### src/hdl/pmc_pkg.sv
// Package for the per-column missing counter.
// Holds payload structs, the cell control struct and fixed widths; no dependencies.
`default_nettype none

package pmc_pkg;

  localparam int unsigned LenW        = 16;  // row length and counter width
  localparam int unsigned CfgW        = 5;   // max_columns register width
  localparam int unsigned PosW        = 4;   // column position field width
  localparam int unsigned ResultLimit = 16;  // most results one row can emit
  localparam int unsigned RemainW     = 5;   // holds 0 .. ResultLimit

  typedef struct packed {
    logic [LenW-1:0] row_length;
    logic            first_in_bin;
  } in_t;

  typedef struct packed {
    logic [LenW-1:0] missing_count;
    logic [PosW-1:0] position;
    logic            too_long;
    logic            last;
  } out_t;

  // Broadcast from the sequencer to every cell of the chain.
  typedef struct packed {
    logic            update;     // count the accepted row
    logic            clear;      // bin start: zero before counting
    logic            load;       // copy updated counters into the read chain
    logic            shift;      // move the read chain one cell toward cell 0
    logic [LenW-1:0] row_length;
    logic [LenW-1:0] cols;       // column positions in use
  } cell_ctrl_t;

endpackage

`default_nettype wire

### src/hdl/pmc_cell.sv
// One column position: saturating counter plus one stage of the read chain.
// Depends on pmc_pkg.
`default_nettype none

module pmc_cell import pmc_pkg::*; #(
  parameter int unsigned Index = 0
) (
  input  wire              clk_i,
  input  wire              rst_ni,
  input  wire cell_ctrl_t  ctrl_i,
  input  wire  [LenW-1:0]  tap_i,   // from the neighbor one position up
  output logic [LenW-1:0]  tap_o
);

  localparam logic [LenW-1:0] IdxL = LenW'(Index);

  logic [LenW-1:0] counter_q, counter_d;
  logic [LenW-1:0] tap_q, tap_d;
  logic [LenW-1:0] base;
  logic            in_range;

  always_comb begin
    base      = ctrl_i.clear ? '0 : counter_q;
    in_range  = (IdxL >= ctrl_i.row_length) && (IdxL < ctrl_i.cols);
    counter_d = counter_q;
    if (ctrl_i.update) begin
      counter_d = base;
      if (in_range && (base != '1)) begin
        counter_d = base + LenW'(1);
      end
    end
  end

  always_comb begin
    tap_d = tap_q;
    if (ctrl_i.load) begin
      tap_d = counter_d;
    end else if (ctrl_i.shift) begin
      tap_d = tap_i;
    end
  end

  always_ff @(posedge clk_i or negedge rst_ni) begin
    if (!rst_ni) begin
      counter_q <= '0;
    end else begin
      counter_q <= counter_d;
    end
  end

  always_ff @(posedge clk_i) begin
    tap_q <= tap_d;
  end

  assign tap_o = tap_q;

endmodule

`default_nettype wire

### src/hdl/per_column_missing_counter.sv
// Top level of the per-column missing counter: sequencer and a chain of pmc_cell.
// Depends on pmc_pkg and pmc_cell.
//
//  channel | direction | handshake          | payload
//  in      | input     | in_valid/in_ready  | in_t  (row_length, first_in_bin)
//  out     | output    | out_valid/out_ready| out_t (missing_count, position, too_long, last)
//  cfg     | input     | cfg_we             | max_columns, 5 bits, no wait
//
// A row is counted in the cycle it is accepted; all cells update in parallel and
// copy their counts into the read chain, which then moves one cell per result.
// A row of n results is emitted at one result per cycle when out_ready is high;
// an empty or zero-column row emits no results. The next row is accepted in the
// cycle the last result is taken. A stall on out holds the chain and the result.
// Reset zeroes all counters and sets max_columns to 16.
`default_nettype none

module per_column_missing_counter import pmc_pkg::*; #(
  parameter int unsigned MAX_COLUMNS = 16
) (
  input  wire             clk_i,
  input  wire             rst_ni,
  input  wire             in_valid_i,
  output logic            in_ready_o,
  input  wire in_t        in_data_i,
  output logic            out_valid_o,
  input  wire             out_ready_i,
  output out_t            out_data_o,
  input  wire             cfg_we_i,
  input  wire  [CfgW-1:0] cfg_data_i
);

  localparam logic [LenW-1:0] MaxColsL = LenW'(MAX_COLUMNS);
  localparam logic [LenW-1:0] LimitL   = LenW'(ResultLimit);

  logic [CfgW-1:0]    max_columns_q;
  logic               out_valid_q, out_valid_d;
  logic [PosW-1:0]    pos_q, pos_d;
  logic [RemainW-1:0] remain_q, remain_d;
  logic               clip_q, clip_d;

  logic               in_acc, out_acc, is_last;
  logic [LenW-1:0]    cols, emit_a, emit;
  cell_ctrl_t         ctrl;
  logic [LenW-1:0]    taps [MAX_COLUMNS+1];

  always_ff @(posedge clk_i or negedge rst_ni) begin
    if (!rst_ni) begin
      max_columns_q <= CfgW'(16);
    end else if (cfg_we_i) begin
      max_columns_q <= cfg_data_i;
    end
  end

  always_comb begin
    cols   = (LenW'(max_columns_q) > MaxColsL) ? MaxColsL : LenW'(max_columns_q);
    emit_a = (in_data_i.row_length < cols) ? in_data_i.row_length : cols;
    emit   = (emit_a > LimitL) ? LimitL : emit_a;
  end

  assign is_last    = (remain_q == RemainW'(1));
  assign out_acc    = out_valid_q && out_ready_i;
  assign in_ready_o = !out_valid_q || (out_ready_i && is_last);
  assign in_acc     = in_valid_i && in_ready_o;

  always_comb begin
    ctrl.update     = in_acc;
    ctrl.clear      = in_acc && in_data_i.first_in_bin;
    ctrl.load       = in_acc;
    ctrl.shift      = out_acc;
    ctrl.row_length = in_data_i.row_length;
    ctrl.cols       = cols;
  end

  always_comb begin
    out_valid_d = out_valid_q;
    pos_d       = pos_q;
    remain_d    = remain_q;
    clip_d      = clip_q;
    if (in_acc) begin
      // new row overrides the final transaction of the old one
      out_valid_d = (emit != '0);
      pos_d       = '0;
      remain_d    = RemainW'(emit);
      clip_d      = (in_data_i.row_length > emit);
    end else if (out_acc) begin
      out_valid_d = !is_last;
      pos_d       = pos_q + PosW'(1);
      remain_d    = remain_q - RemainW'(1);
    end
  end

  always_ff @(posedge clk_i or negedge rst_ni) begin
    if (!rst_ni) begin
      out_valid_q <= 1'b0;
      pos_q       <= '0;
      remain_q    <= '0;
    end else begin
      out_valid_q <= out_valid_d;
      pos_q       <= pos_d;
      remain_q    <= remain_d;
    end
  end

  always_ff @(posedge clk_i) begin
    clip_q <= clip_d;
  end

  assign taps[MAX_COLUMNS] = '0;

  for (genvar k = 0; k < MAX_COLUMNS; k++) begin : g_cell
    pmc_cell #(
      .Index (k)
    ) u_cell (
      .clk_i  (clk_i),
      .rst_ni (rst_ni),
      .ctrl_i (ctrl),
      .tap_i  (taps[k+1]),
      .tap_o  (taps[k])
    );
  end

  always_comb begin
    out_data_o.missing_count = taps[0];
    out_data_o.position      = pos_q;
    out_data_o.too_long      = clip_q;
    out_data_o.last          = is_last;
  end

  assign out_valid_o = out_valid_q;

`ifndef SYNTHESIS
  a_valid_has_remaining : assert property (@(posedge clk_i) disable iff (!rst_ni)
    out_valid_o |-> (remain_q != '0))
    else $error("result shown with nothing left to emit");

  a_within_limit : assert property (@(posedge clk_i) disable iff (!rst_ni)
    out_valid_o |-> ((RemainW'(pos_q) + remain_q) <= RemainW'(ResultLimit)))
    else $error("position plus remaining exceeds result limit");

  a_ready_only_free : assert property (@(posedge clk_i) disable iff (!rst_ni)
    in_ready_o |-> (!out_valid_o || (out_ready_i && out_data_o.last)))
    else $error("row accepted while results are still pending");

  a_row_starts_at_zero : assert property (@(posedge clk_i) disable iff (!rst_ni)
    (in_valid_i && in_ready_o) |=> (pos_q == '0))
    else $error("new row does not start at position zero");
`endif

endmodule

`default_nettype wire

### config.mk
export PLATFORM = sky130hd
export DESIGN_NAME = per_column_missing_counter
export DESIGN_NICKNAME = d
export VERILOG_FILES = /design/src/hdl/pmc_pkg.sv /design/src/hdl/pmc_cell.sv /design/src/hdl/per_column_missing_counter.sv
export SDC_FILE = /design/constraint.sdc
export NUM_CORES = 1
export LEC_CHECK = 0
export ABC_CLOCK_PERIOD_IN_PS = 9790
export BUFFER_PORTS_ARGS = -buffer_cell sky130_fd_sc_hd__clkbuf_2
export CORE_ASPECT_RATIO = 1.4
export CORE_MARGIN = 2
export CORE_UTILIZATION = 38
export CTS_BUF_LIST = sky130_fd_sc_hd__clkbuf_4 sky130_fd_sc_hd__clkbuf_8 sky130_fd_sc_hd__clkbuf_16
export DETAILED_ROUTE_END_ITERATION = 8
export HOLD_SLACK_MARGIN = 0.12
export PLACE_DENSITY = 0.64
export SLEW_MARGIN = 20
export SYNTH_ARGS = -nofsm -noshare
export SYNTH_HDL_FRONTEND = slang
export SYNTH_SLANG_ARGS = --single-unit
export TNS_END_PERCENT = 100
### constraint.sdc
create_clock -name clk_i -period 9.79 [get_ports clk_i]
set_input_delay 0.979 -clock clk_i [delete_from_list [all_inputs] [get_ports clk_i]]
set_output_delay 0.979 -clock clk_i [all_outputs]
set_load 0.01 [all_outputs]
==> results.md <==
- Setup violations, final: 0
- Fin. Hold Viols: 0
- Yosys reg bits: about 530
- Root Driver: clkbuf_16
- Dominant cell type by area after synthesis: edfxtp_1
- Final hold slack: between 0.3 and 0.4 ns
- CP required: 10.17 ns
- Leakage power: 12.2 nW
- Clock buffer depth: 3
- TritonCTS buffer count: between 50 and 60
- FF-to-FF End: g_cell[4].u_cell.tap_o[5]
- CTS Sinks: 528
- Total power: ~5.7 mW
- Count leader, synth: nand2_1
- Count of cell types in the netlist: 80
- Mean Syn Cell Area: 9.68 um^2
- Critical path peak fanout: between 100 and 150
- Layout cells sized above 1: 0.0875
- Vias per cell: about 5.7
- YS warnings: 0
- Drt pass-1 iters: 5
- Critical Path Sink: g_cell[4].u_cell.tap_o[5]
- Fin crit period: a little under 5 ns
- Crit path arrival time: 5.21 ns
- Die Ht: ~330 um
- CTS Hold Buffers Added: 0
- Power Dens Cells: ~180 mW/mm^2
- Gr ovfl total: 0
- Seq/Total Area, Yosys: 0.507
- Cells along the critical path: inv_1 > ha_1 > or4b_1 > inv_2 > a21oi_4 > buf_12 > nand2_1 > inv_1 > ha_1 > and4_1 > and3_1 > nand4_1 > nand4_1 > xor2_1 > mux2_2
- Delay-heaviest family, CP: simple AND/OR/NAND/NOR gates
- DR vias: about 23000
- FP Rows: ~120
- Fmax: roughly 210 MHz
- Ant diodes: 0
- Global-route wire length before repair: ~130 mm
- Pins over their slew limit: 0
- Ranking of synthesized cells by area: edfxtp_1, dfrtp_1, nand2_1, xnor2_1, o21ai_0
- Synth top area share: 0.270
- R2R depth: 15
- I/O pins: between 50 and 60
- Post-CTS setup buffer count: 0
- Cts repair resizes: 0
- Pin count of the biggest net entering global routing: around 170
- Reg2reg start: remain_q[1]
- RSZ-0062 raised after global routing: no
- Fillers: between 7000 and 8000
- Setup_tns: 0 ns
- Port-buffer cells: 50
- Iter 0 DRT Violations: 1645
- Initial core utilization: 0.382
- DRC Markers: 0
- Critical Path Sink Type: flop
- Final Skew: approximately 0.022 ns
- Die area: 0.0775 mm^2
- Reg clk slew, reported paths: around 0.06 ns
- Period utilization: 0.493
- CP Depth: 15
- Slew @ Worst Pin: ~1.1 ns
- Max IR drop VDD: 0.000166 V
- Element type at the critical path start: flop
- Slowest Stage Delay on Critical Path: roughly 0.60 ns
- DIE WIDTH: ~240 um
- Primary FF master, synth: dfrtp_1
- Skew-Pair Late Insertion Delay: 0.63 ns
- Slowest stage cell, crit path: nand4_1
- Nets: between 2000 and 3000
- Area of the mapped netlist: around 0.029 mm^2
- Detail Route Antenna Nets: 0
- Initial antenna violation count: 0
- Worst setup path startpoint: remain_q[1]
- CTS tree: done
- Total core area: between 0.07 and 0.08 mm^2
- Outcome: finished, final reports clean
- Layout area overhead: 10.7%
- Post-synth ARST share: 0.513
- Slew margin rel.: 0.264
- H-tree depth: 2
- Post-Syn Instances: approximately 3000
- Total wire length: between 70 and 80 mm
- DR WL/cell: ~20 um
- Dpl hpwl: about 52 mm
- Buf/Inv on CP: 4
- EDFF count, synth: 257
- Total GRT Usage: 0.205
- Critical path class: reg2reg
- Min-delay worst type: in2async
- Max cap viols: 0
- R2r setup slk: 4.96 ns
- Top cells by count, synth: nand2_1, dfrtp_1, edfxtp_1, nor2_1, o21ai_0
- GP Congestion: slightly below 0.9
- Vias in the first global route: between 20000 and 25000
[state kept, by name, indices dropped and copies added (netlist names)]
signal,count
pos_q,4
out_valid_o,1
clip_q,1
g_cell.u_cell.counter_q,256
max_columns_q,5
g_cell.u_cell.tap_o,256
remain_q,5
[worst min path at each step]
stage	slack (ns)	cells after the start	end
6_report	0.39	1	pos_q[0]
5_1_grt	0.45	1	pos_q[0]
4_1_cts	0.44	1	pos_q[0]
3_5_place_dp	0.49	2	g_cell[15].u_cell.counter_q[13]
3_3_place_gp	0.48	2	g_cell[15].u_cell.counter_q[13]
2_1_floorplan	0.46	2	g_cell[15].u_cell.counter_q[13]
[kinds of logic after synthesis]
| kind of cell | synth area share |
|---|---|
| mux | 0.0248 |
| other cells | 0.000131 |
| simple gates | 0.237 |
| xor+xnor | 0.0796 |
| buf+inv | 0.0311 |
| fa+ha+maj | 0.0171 |
| flops | 0.507 |
| compound gates | 0.104 |
[metrics by stage]
stage	area (um^2)	util	std cells	worst slack (ns)
2_1_floorplan	28600	-	2966	2.09
3_3_place_gp	29700	0.397	3833	4.65
3_5_place_dp	29800	0.397	3833	4.62
4_1_cts	31700	0.423	3939	4.87
5_1_grt	31700	0.423	3939	4.63
6_report	31700	0.423	3939	4.96
[power by group]
part / switching, mW / internal, mW / total, mW
registers: 0.123 / 2.66 / 2.79
clock network: 0.929 / 1.27 / 2.20
logic: 0.509 / 0.217 / 0.726
total: 1.56 / 4.16 / 5.72
[per-layer routing]
layer,routed length (um),up-vias,global-route usage
met3,3370,201,0.0249
met5,0,-,0
li1,-,10700,-
met2,40500,607,0.363
met1,31600,11100,0.245
met4,4130,0,0.106
[layout by cell type (no fill, tap or decap), types with 96 or more instances in the layout]
cell type	count
nor2_1	220
xnor2_1	162
dfrtp_1	270
nand4_1	111
nor3_1	96
o21ai_0	218
edfxtp_1	257
nand3_1	179
nand2_1	422
xor2_1	98
[cell type report]
cell class / instances / area, um^2 / share of cell area
Sequential cell: 528 / 14500 / 0.458
Multi-Input combinational cell: 2210 / 13300 / 0.421
Clock buffer: 81 / 1640 / 0.0518
Tap cell: 968 / 1210 / 0.0383
Timing Repair Buffer: 80 / 538 / 0.0170
Clock inverter: 25 / 258 / 0.00814
Inverter: 47 / 189 / 0.00597
Power figures use the tool's default switching activity.
